**src/hw/rtl/sst_pkg.sv**
```systemverilog
// Shared types, codes and widths for the session slot table.
`default_nettype none

package sst_pkg;

    localparam int SLOTS_DEFAULT = 16;

    localparam int OP_W     = 3;
    localparam int USER_W   = 16;
    localparam int CONN_W   = 10;
    localparam int ROLE_W   = 2;
    localparam int STATUS_W = 2;

    localparam logic [OP_W-1:0] OP_ADD       = 3'd0;
    localparam logic [OP_W-1:0] OP_DEL_CONN  = 3'd1;
    localparam logic [OP_W-1:0] OP_DEL_USER  = 3'd2;
    localparam logic [OP_W-1:0] OP_QUERY     = 3'd3;
    localparam logic [OP_W-1:0] OP_INFO      = 3'd4;

    localparam logic [STATUS_W-1:0] ST_OK        = 2'd0;
    localparam logic [STATUS_W-1:0] ST_ALREADY   = 2'd1;
    localparam logic [STATUS_W-1:0] ST_FULL      = 2'd2;
    localparam logic [STATUS_W-1:0] ST_NOT_FOUND = 2'd3;

    localparam logic [USER_W-1:0] USER_FREE = '0;

    typedef struct packed {
        logic [OP_W-1:0]   opcode;
        logic [USER_W-1:0] user_id;
        logic [CONN_W-1:0] conn_id;
        logic [ROLE_W-1:0] role;
    } req_t;

    typedef struct packed {
        logic [STATUS_W-1:0] status;
        logic                is_active;
        logic [USER_W-1:0]   found_user;
        logic [ROLE_W-1:0]   found_role;
    } rsp_t;

    typedef struct packed {
        logic              valid;
        logic              fill_pass;
        logic [OP_W-1:0]   opcode;
        logic [USER_W-1:0] user_id;
        logic [CONN_W-1:0] conn_id;
        logic [ROLE_W-1:0] role;
        logic              dup;
        logic              placed;
        logic              active;
        logic              found;
        logic [USER_W-1:0] found_user;
        logic [ROLE_W-1:0] found_role;
    } token_t;

endpackage

`default_nettype wire

```
**src/hw/rtl/sst_cell.sv**
```systemverilog
// One slot of the session table and the stage of the command chain that visits it.
`default_nettype none

module sst_cell (
    input  wire logic          clk,
    input  wire logic          rst_n,
    input  sst_pkg::token_t    up,
    output sst_pkg::token_t    down
);

    logic [sst_pkg::USER_W-1:0] user_reg, user_next;
    logic [sst_pkg::CONN_W-1:0] conn_reg, conn_next;
    logic [sst_pkg::ROLE_W-1:0] role_reg, role_next;
    sst_pkg::token_t            down_reg, down_next;
    logic                       match_user;
    logic                       match_conn;

    assign match_user = (user_reg == up.user_id);
    assign match_conn = (conn_reg == up.conn_id);

    always_comb
    begin
        user_next = user_reg;
        conn_next = conn_reg;
        role_next = role_reg;
        down_next = up;
        if (up.valid)
        begin
            case (up.opcode)
                sst_pkg::OP_ADD:
                begin
                    if (!up.fill_pass)
                    begin
                        down_next.dup = up.dup | match_user;
                    end
                    else if (!up.placed && (user_reg == sst_pkg::USER_FREE))
                    begin
                        user_next        = up.user_id;
                        conn_next        = up.conn_id;
                        role_next        = up.role;
                        down_next.placed = 1'b1;
                    end
                end
                sst_pkg::OP_DEL_CONN:
                begin
                    if (match_conn)
                    begin
                        user_next = '0;
                        conn_next = '0;
                        role_next = '0;
                    end
                end
                sst_pkg::OP_DEL_USER:
                begin
                    if (match_user)
                    begin
                        user_next = '0;
                        conn_next = '0;
                        role_next = '0;
                    end
                end
                sst_pkg::OP_QUERY:
                begin
                    down_next.active = up.active | match_user;
                end
                sst_pkg::OP_INFO:
                begin
                    if (!up.found && match_conn && (user_reg != sst_pkg::USER_FREE))
                    begin
                        down_next.found      = 1'b1;
                        down_next.found_user = user_reg;
                        down_next.found_role = role_reg;
                    end
                end
                default:
                begin
                end
            endcase
        end
    end

    always_ff @(posedge clk or negedge rst_n)
    begin
        if (!rst_n)
        begin
            user_reg <= '0;
            conn_reg <= '0;
            role_reg <= '0;
            down_reg <= '0;
        end
        else
        begin
            user_reg <= user_next;
            conn_reg <= conn_next;
            role_reg <= role_next;
            down_reg <= down_next;
        end
    end

    assign down = down_reg;

endmodule

`default_nettype wire

```
**src/hw/rtl/session_slot_table.sv**
```systemverilog
// Top level of the session slot table: command chain control and response register.
`default_nettype none

// The table is a row of SLOTS cells, one slot each, and a command travels down the row one
// cell per cycle. Removes, queries, unused opcodes and duplicate adds need one trip; an add
// that finds no duplicate makes a duplicate check trip and then a fill trip. The response
// passes from the end of the row into a hold register and then into the output register.
// One command is in the row at a time, so the trip length through the row of cells sets the
// rate while the output is not stalled. A new request is taken as soon as the previous
// response has moved into the output register, even while that response still waits to be
// taken.
module session_slot_table #(
    parameter int SLOTS = sst_pkg::SLOTS_DEFAULT
) (
    input  wire logic      clk,
    input  wire logic      rst_n,
    input  wire logic      req_valid,
    output logic           req_ready,
    input  sst_pkg::req_t  req,
    output logic           rsp_valid,
    input  wire logic      rsp_ready,
    output sst_pkg::rsp_t  rsp
);

    sst_pkg::token_t tok [SLOTS+1];
    sst_pkg::token_t exit_tok;
    sst_pkg::rsp_t   exit_rsp;
    logic            refill;
    logic            finish;
    logic            req_fire;
    logic            hold_move;

    logic            busy_reg, busy_next;
    logic            hold_valid_reg, hold_valid_next;
    sst_pkg::rsp_t   hold_reg, hold_next;
    logic            rsp_valid_reg, rsp_valid_next;
    sst_pkg::rsp_t   rsp_reg, rsp_next;

    genvar gi;
    generate
        for (gi = 0; gi < SLOTS; gi++)
        begin : g_cell
            sst_cell u_cell (
                .clk   (clk),
                .rst_n (rst_n),
                .up    (tok[gi]),
                .down  (tok[gi+1])
            );
        end
    endgenerate

    assign exit_tok  = tok[SLOTS];
    assign req_ready = !busy_reg;
    assign req_fire  = req_valid && !busy_reg;
    assign refill    = exit_tok.valid && (exit_tok.opcode == sst_pkg::OP_ADD)
                       && !exit_tok.fill_pass && !exit_tok.dup;
    assign finish    = exit_tok.valid && !refill;
    assign hold_move = hold_valid_reg && (!rsp_valid_reg || rsp_ready);

    always_comb
    begin
        tok[0] = '0;
        if (req_fire)
        begin
            tok[0].valid   = 1'b1;
            tok[0].opcode  = req.opcode;
            tok[0].user_id = req.user_id;
            tok[0].conn_id = req.conn_id;
            tok[0].role    = req.role;
        end
        else if (refill)
        begin
            tok[0]           = exit_tok;
            tok[0].fill_pass = 1'b1;
        end
    end

    always_comb
    begin
        exit_rsp            = '0;
        exit_rsp.status     = sst_pkg::ST_OK;
        exit_rsp.is_active  = exit_tok.active;
        exit_rsp.found_user = exit_tok.found_user;
        exit_rsp.found_role = exit_tok.found_role;
        case (exit_tok.opcode)
            sst_pkg::OP_ADD:
            begin
                if (exit_tok.dup)
                begin
                    exit_rsp.status = sst_pkg::ST_ALREADY;
                end
                else if (!exit_tok.placed)
                begin
                    exit_rsp.status = sst_pkg::ST_FULL;
                end
            end
            sst_pkg::OP_INFO:
            begin
                if (!exit_tok.found)
                begin
                    exit_rsp.status = sst_pkg::ST_NOT_FOUND;
                end
            end
            default:
            begin
            end
        endcase
    end

    always_comb
    begin
        busy_next       = busy_reg;
        hold_valid_next = hold_valid_reg;
        hold_next       = hold_reg;
        rsp_valid_next  = rsp_valid_reg;
        rsp_next        = rsp_reg;
        if (rsp_valid_reg && rsp_ready)
        begin
            rsp_valid_next = 1'b0;
        end
        if (hold_move)
        begin
            rsp_valid_next  = 1'b1;
            rsp_next        = hold_reg;
            hold_valid_next = 1'b0;
            busy_next       = 1'b0;
        end
        if (finish)
        begin
            hold_valid_next = 1'b1;
            hold_next       = exit_rsp;
        end
        if (req_fire)
        begin
            busy_next = 1'b1;
        end
    end

    always_ff @(posedge clk or negedge rst_n)
    begin
        if (!rst_n)
        begin
            busy_reg       <= 1'b0;
            hold_valid_reg <= 1'b0;
            rsp_valid_reg  <= 1'b0;
        end
        else
        begin
            busy_reg       <= busy_next;
            hold_valid_reg <= hold_valid_next;
            rsp_valid_reg  <= rsp_valid_next;
        end
    end

    always_ff @(posedge clk)
    begin
        hold_reg <= hold_next;
        rsp_reg  <= rsp_next;
    end

    assign rsp_valid = rsp_valid_reg;
    assign rsp       = rsp_reg;

endmodule

`default_nettype wire

```
**config.mk**
```make
export PLATFORM = sky130hd
export DESIGN_NAME = session_slot_table
export DESIGN_NICKNAME = d
export VERILOG_FILES = /design/src/hw/rtl/sst_pkg.sv /design/src/hw/rtl/sst_cell.sv /design/src/hw/rtl/session_slot_table.sv
export SDC_FILE = /design/constraint.sdc
export NUM_CORES = 2
export LEC_CHECK = 0
export BUFFER_PORTS_ARGS = -buffer_cell sky130_fd_sc_hd__buf_2
export CAP_MARGIN = 20
export CORE_MARGIN = 3
export CORE_UTILIZATION = 50
export CTS_CLUSTER_SIZE = 14
export DETAILED_ROUTE_END_ITERATION = 8
export PLACE_DENSITY = 0.73
export SYNTH_ARGS = -nofsm -noshare
export SYNTH_HDL_FRONTEND = slang
export SYNTH_SLANG_ARGS = --single-unit
```
**constraint.sdc**
```tcl
create_clock -name clk -period 5.9 [get_ports clk]
set_input_delay 0 -clock clk [delete_from_list [all_inputs] [get_ports clk]]
set_output_delay 0 -clock clk [all_outputs]
set_load 0.005 [all_outputs]
```
Word-level counts from Yosys, hierarchy flattened

Cells that the tools add are included.

Reduce and logical (&&, ||, !) cells: 177
Mux-type cells: 382
Bitwise gates (word level): 32
Equal/unequal tests: 161

Operators by type and width:

| kind               | number |
|---|---|
| $mux 16            | 64 |
| $pmux 16 s3        | 16 |
| $mux 10            | 64 |
| $mux 19            | 32 |
| $pmux 10 s3        | 16 |
| $mux 22            | 17 |
| $eq 16x16->1       | 16 |
| $logic_not 16->1   | 16 |
| $reduce_bool 16->1 | 16 |
| $mux 2             | 83 |
| $eq 10x10->1       | 16 |
| $ne 2x1->1 const B | 49 |
| $eq 3x2->1 const B | 32 |
| $pmux 2 s3         | 16 |
| $reduce_and 6->1   | 16 |
| $mux 1             | 71 |
| $logic_and 1x1->1  | 55 |
| $mux 55            | 1 |
| $eq 3x3->1 const B | 17 |
| $logic_not 3->1    | 17 |
| $eq 3x1->1 const B | 16 |
| $reduce_bool 3->1  | 16 |
| $logic_not 1->1    | 37 |
| $or 1x1->1         | 32 |
| 5 further kinds    | 21 |

Register bits: 1,373
Output and inout port bits: 23
Word-level logic and storage cells: 1,003

Longest topological paths before layout

Word-level depth: 12
Depth in mapped cells: 10

By module

From an unflattened synthesis, not the netlist that was laid out.

Cells, all modules: 3,293
Area, all modules: 51,602.0 um^2

By module, submodules not included:

| module             | cells each | area an instance (um^2) | instances |
|---|---|---|---|
| sst_cell           | 194        | 3,090.5                 | 16 |
| session_slot_table | 189        | 2,154.6                 | 1 |

Worst setup path after synthesis

No wires, ideal clock.

Kind: register -> register
Start: register g_cell[15].u_cell.down_reg, in the netlist g_cell[15].u_cell.down[52]
End: register g_cell[0].u_cell.conn_reg[0] (netlist bit)
Arrival: 2,603 ps
Setup slack: 3,172 ps
Cell stages (with the launch flop): 11
Period minus slack after synthesis: 2,728 ps
Setup time: 125 ps
Data required time: 5,775 ps
Cell sequence: dfrtp_1 -> nor4b_4 -> buf_4 -> a41oi_2 -> xnor2_1 -> nor4_1 -> nand4_1 -> nand4_1 -> o211ai_4 -> buf_6 -> mux2_4

Cells in the longest elaborated chain, start to end: 10

Ends and longest elaborated chain:

| element                                                         | RTL line                 | RTL |
|---|---|---|
| from (decl)                                                     | sst_cell.sv:14           | `sst_pkg::token_t down_reg, down_next;` |
| from (signal assigned)                                          | sst_cell.sv:96           | `down_reg <= down_next;` |
| $logic_not 3->1                                                 | session_slot_table.sv:55 | `assign refill = exit_tok.valid && (exit_tok.opcode == sst_pkg::OP_ADD)` |
| $logic_and 1x1->1                                               | session_slot_table.sv:55 |  |
| $logic_and 1x1->1 (2 in a row)                                  | session_slot_table.sv:56 | `&& !exit_tok.fill_pass && !exit_tok.dup;` |
| $mux 55 *                                                       | session_slot_table.sv:71 | `else if (refill)` |
| parallel branches: the longest is 5 deep, another holds $mux 31 | n/a                      |  |
| to (signal assigned)                                            | sst_cell.sv:94           | `conn_reg <= conn_next;` |
| to (decl)                                                       | sst_cell.sv:12           | `logic [sst_pkg::CONN_W-1:0] conn_reg, conn_next;` |

Mark *: on every way between the ends. The select of a mux whose other input is x is not followed.
A chain may end at the register's enable or synchronous reset.

==> impl_metrics.yaml <==
critical_path:
  critical_path.max_stage_delay_ns: 0.86
  slowest_stage: "nor4_4"
  critPathKind: "flip-flop to flip-flop"
  cp_top_family: "simple AND/OR/NAND/NOR gates"
  arrival_ns: 4.54
  path_cells: "nand2b_4 > a41oi_2 > xnor2_1 > nor4_1 > nand4_1 > nor4_4 > a22o_1"
  worstPathRequired_ns: 6.55
  critPathCaptureType: "flip-flop"
  rrSetupSlack_ns: 2.02
  path_max_fanout: 39
  cp-start-kind: "flip-flop"
  crit_buf_inv: 0
sta:
  tns_ns: 0
  rsz0062_at_grt: "no"
  hold_ws_ns: 0.1061
  min_period_over_period_pct: 65.83
  worstMarginPinSlew_ns: 1.092
  clock.fmax_ghz: 0.2575
  slew_viol_final: 0
  report.final.setup_viol: 0
  finalWorstSetupSlack_ns: 2.016
  period_needed_ns: 3.884
  fin_skew_ns: 0.04389
  slew_headroom_pct: 27.20
  hold_viol_final: 0
synthesis:
  synth_warnings: 0
  ys.flop_type: "dfrtp_1"
  synth_simple_gate_area_share_pct: 11.21
  synth_top_family_by_area: "simple AND/OR/NAND/NOR gates"
  syn_area_um2: 52040
  synthesis.nets: 4240
  synth-edff-count: 42
  synthMuxAreaShare_pct: 7.150
  synth_seq_cells: 1373
  synth.avg_cell_area_um2: 12.38
  async_flop_share_pct: 96.94
  synth-xor-area-share_pct: 7.270
  synth-compound-area-share_pct: 5.910
  synthAdderAreaFrac_pct: 0
  synth_cells: 4205
  synth.distinct_cells: 53
  ys_seq_area_share_pct: 66.42
global_routing:
  grt_pass1_wl_um: 186300
  grt_antenna_before_repair: 2
  grt_max_degree: 205
  grt_usage_pct: 22.27
  grt-ovfl-total: 0
  grt_pass1_vias: 31801
clock_tree:
  cts_root_buf: "clkbuf_16"
  numCtsBuffers: 133
  clkLatencyLatePin_ns: 0.74
  htreeDepth: 4
  clkTransAtPathRegs_ns: 0.07
  clock-sinks: 1373
  cts_resized: 0
  cts_tree: "yes"
  clk_path_buf_depth: 3
run:
  cap_violations: 0
power_and_ir_drop:
  p_seq_share_pct: 48.7
  ir_drop_mv: 0.2318
  p_clk_share_pct: 37.3
  p_int_mw: 16.81
  share_comb_of_total_power_pct: 14.0
  p_per_area_nw_per_um2: 395.3
  switching_power_mw: 6.617
  netSwitchingFraction_pct: 28.24
  cellLeakagePower_nw: 28.91
place:
  placed_cell_area_um2: 54130
  post-place-ws_ns: 2.245
  place_hpwl_um: 80850
  io_buffers: 57
  routabilityCongestion: 0.9356
cells_and_area:
  final_nets: 4350
  final_design_area_no_fill_um2: 59270
  fill_cells: 7954
  areaGrowthSynthToFinish_pct: 13.89
  largest_register_ffs: 880
  post-route-util_pct: 57.84
  drive_above_1_share_pct: 15.83
die:
  die_x_um: 328.6
  die_height_um: 328.6
  row_count: 117
  core_area_um2: 102500
  start_util_pct: 50.79
  io_pins: 58
  die_area_um2: 108000
run_status:
  status: "complete, no violations"
route:
  drt_iter0_markers: 2703
  viasPerCell: 5.386
  vias: 31190
  wl_per_cell_um: 20.41
  postRouteAntennaNets: 0
  drtPass1Iterations: 6
  totalWireLength_um: 118200
  drcViolationCount: 0
worst_hold_path:
  min_path_type: "input pin to flip-flop"
[routing by layer]
metal	routed length, µm	track usage (%)	up-vias
met5	0	0	-
met4	2492	6.033	0
met3	6630	4.110	180
met2	56570	35.68	772
met1	52490	31.52	15876
li1	-	-	14362
[cell families (layout without fill, tap and decap cells)]
kind of cell,after synthesis,after routing
xor gates and xnor gates,432,432
DFF,1373,1373
other,0,2
and+or+nand+nor,1280,1280
AOI/OAI and AO/OA,525,525
muxes,327,327
buffers and inverters,268,484
[Yosys cell counts (4+ instances only)]
master	count	area share [%]
dfrtp_1	1331	64
nand2_1	845	6.1
o21ai_0	409	3.9
mux2_2	278	6.0
xor2_1	250	4.2
xnor2_1	182	3.1
clkbuf_1	170	1.2
nor4_1	138	1.7
inv_1	87	0.63
nor2_1	83	0.60
nand4_1	71	0.85
edfxtp_1	42	2.4
mux2i_1	29	0.56
nand3_1	27	0.26
and3b_1	24	0.40
mux2_4	20	0.58
a22o_1	18	0.30
nand2b_1	17	0.20
nor2b_1	16	0.19
a41oi_1	15	0.25
o21bai_1	14	0.20
or2_2	14	0.17
a22oi_1	13	0.19
a31o_2	13	0.22
o31ai_1	13	0.19
nor3b_1	12	0.17
nor4bb_1	12	0.23
a41oi_2	9	0.28
a41o_1	6	0.12
buf_6	5	0.11
a21oi_1	4	0.038
o31a_1	4	0.067
[final cells by class]
type,count,area [µm²],share of cell area (%)
Antenna cell,2,5.005,0.008444
Clock buffer,191,3886,6.556
Clock inverter,50,726.9,1.226
Inverter,87,326.6,0.5509
Multi-Input combinational cell,2564,16660,28.10
Sequential cell,1373,34570,58.32
Tap cell,1368,1712,2.888
Timing Repair Buffer,156,1390,2.345
[cells in the final DEF, fill, tap and decap left out, drive strengths merged, types with 29 or more instances in the layout]
| cell | netlist | final |
|---|---|---|
| dfrtp | 1331 | 1331 |
| nand2 | 846 | 846 |
| o21ai | 411 | 411 |
| mux2 | 298 | 298 |
| xor2 | 250 | 250 |
| clkbuf | 170 | 191 |
| xnor2 | 182 | 182 |
| nor4 | 140 | 140 |
| buf | 11 | 118 |
| inv | 87 | 94 |
| nor2 | 83 | 83 |
| nand4 | 71 | 71 |
| edfxtp | 42 | 42 |
| dlygate4sd3 | 0 | 38 |
| mux2i | 29 | 29 |
[stage by stage]
stage	power, mW	std cells
floorplan	13.29	4205
global placement	14.61	5496
detailed placement	14.72	5502
CTS	23.54	5782
global route	24.43	5789
finish	23.43	5791
[power groups by stage]
stage / Clock (mW) / Sequential (mW) / Combinational (mW)
floorplan: 0 / 11.1 / 2.17
global placement: 0 / 11.5 / 3.07
detailed placement: 0 / 11.6 / 3.17
CTS: 8.91 / 11.4 / 3.23
global route: 9.30 / 11.5 / 3.61
finish: 8.75 / 11.4 / 3.28
[worst reg2reg max path, cell delays in order, from the launching register on]
cell      delay (ns)
dfrtp_1         0.80
nand2b_4        0.62
a41oi_2         0.24
xnor2_1         0.17
nor4_1          0.49
nand4_1         0.34
nor4_4          0.86
a22o_1          0.28
[worst paths after layout]
| check | from | endpoint | cells past startpoint |
|---|---|---|---|
| max reg2reg | busy_reg$_DFFE_PN0P_ | g_cell[0].u_cell.down[14]$_DFF_PN0_ | 7 |
| min reg2reg | g_cell[8].u_cell.down[22]$_DFF_PN0_ | g_cell[9].u_cell.down[22]$_DFF_PN0_ | 0 |
| min | rsp_ready | hold_valid_reg$_DFFE_PN0P_ | 4 |
| max | busy_reg$_DFFE_PN0P_ | g_cell[0].u_cell.down[14]$_DFF_PN0_ | 7 |
| min in group asynchronous | rst_n | g_cell[12].u_cell.down[10]$_DFF_PN0_ | 3 |
| max in group asynchronous | rst_n | g_cell[2].u_cell.down[39]$_DFF_PN0_ | 4 |
[what timing repair did]
action                    4_1_cts  5_1_grt
buffers inserted                0        0
hold endpoints to repair      267        0
hold buffers                   39        0
Note: power is estimated with default switching activity, not from simulation.
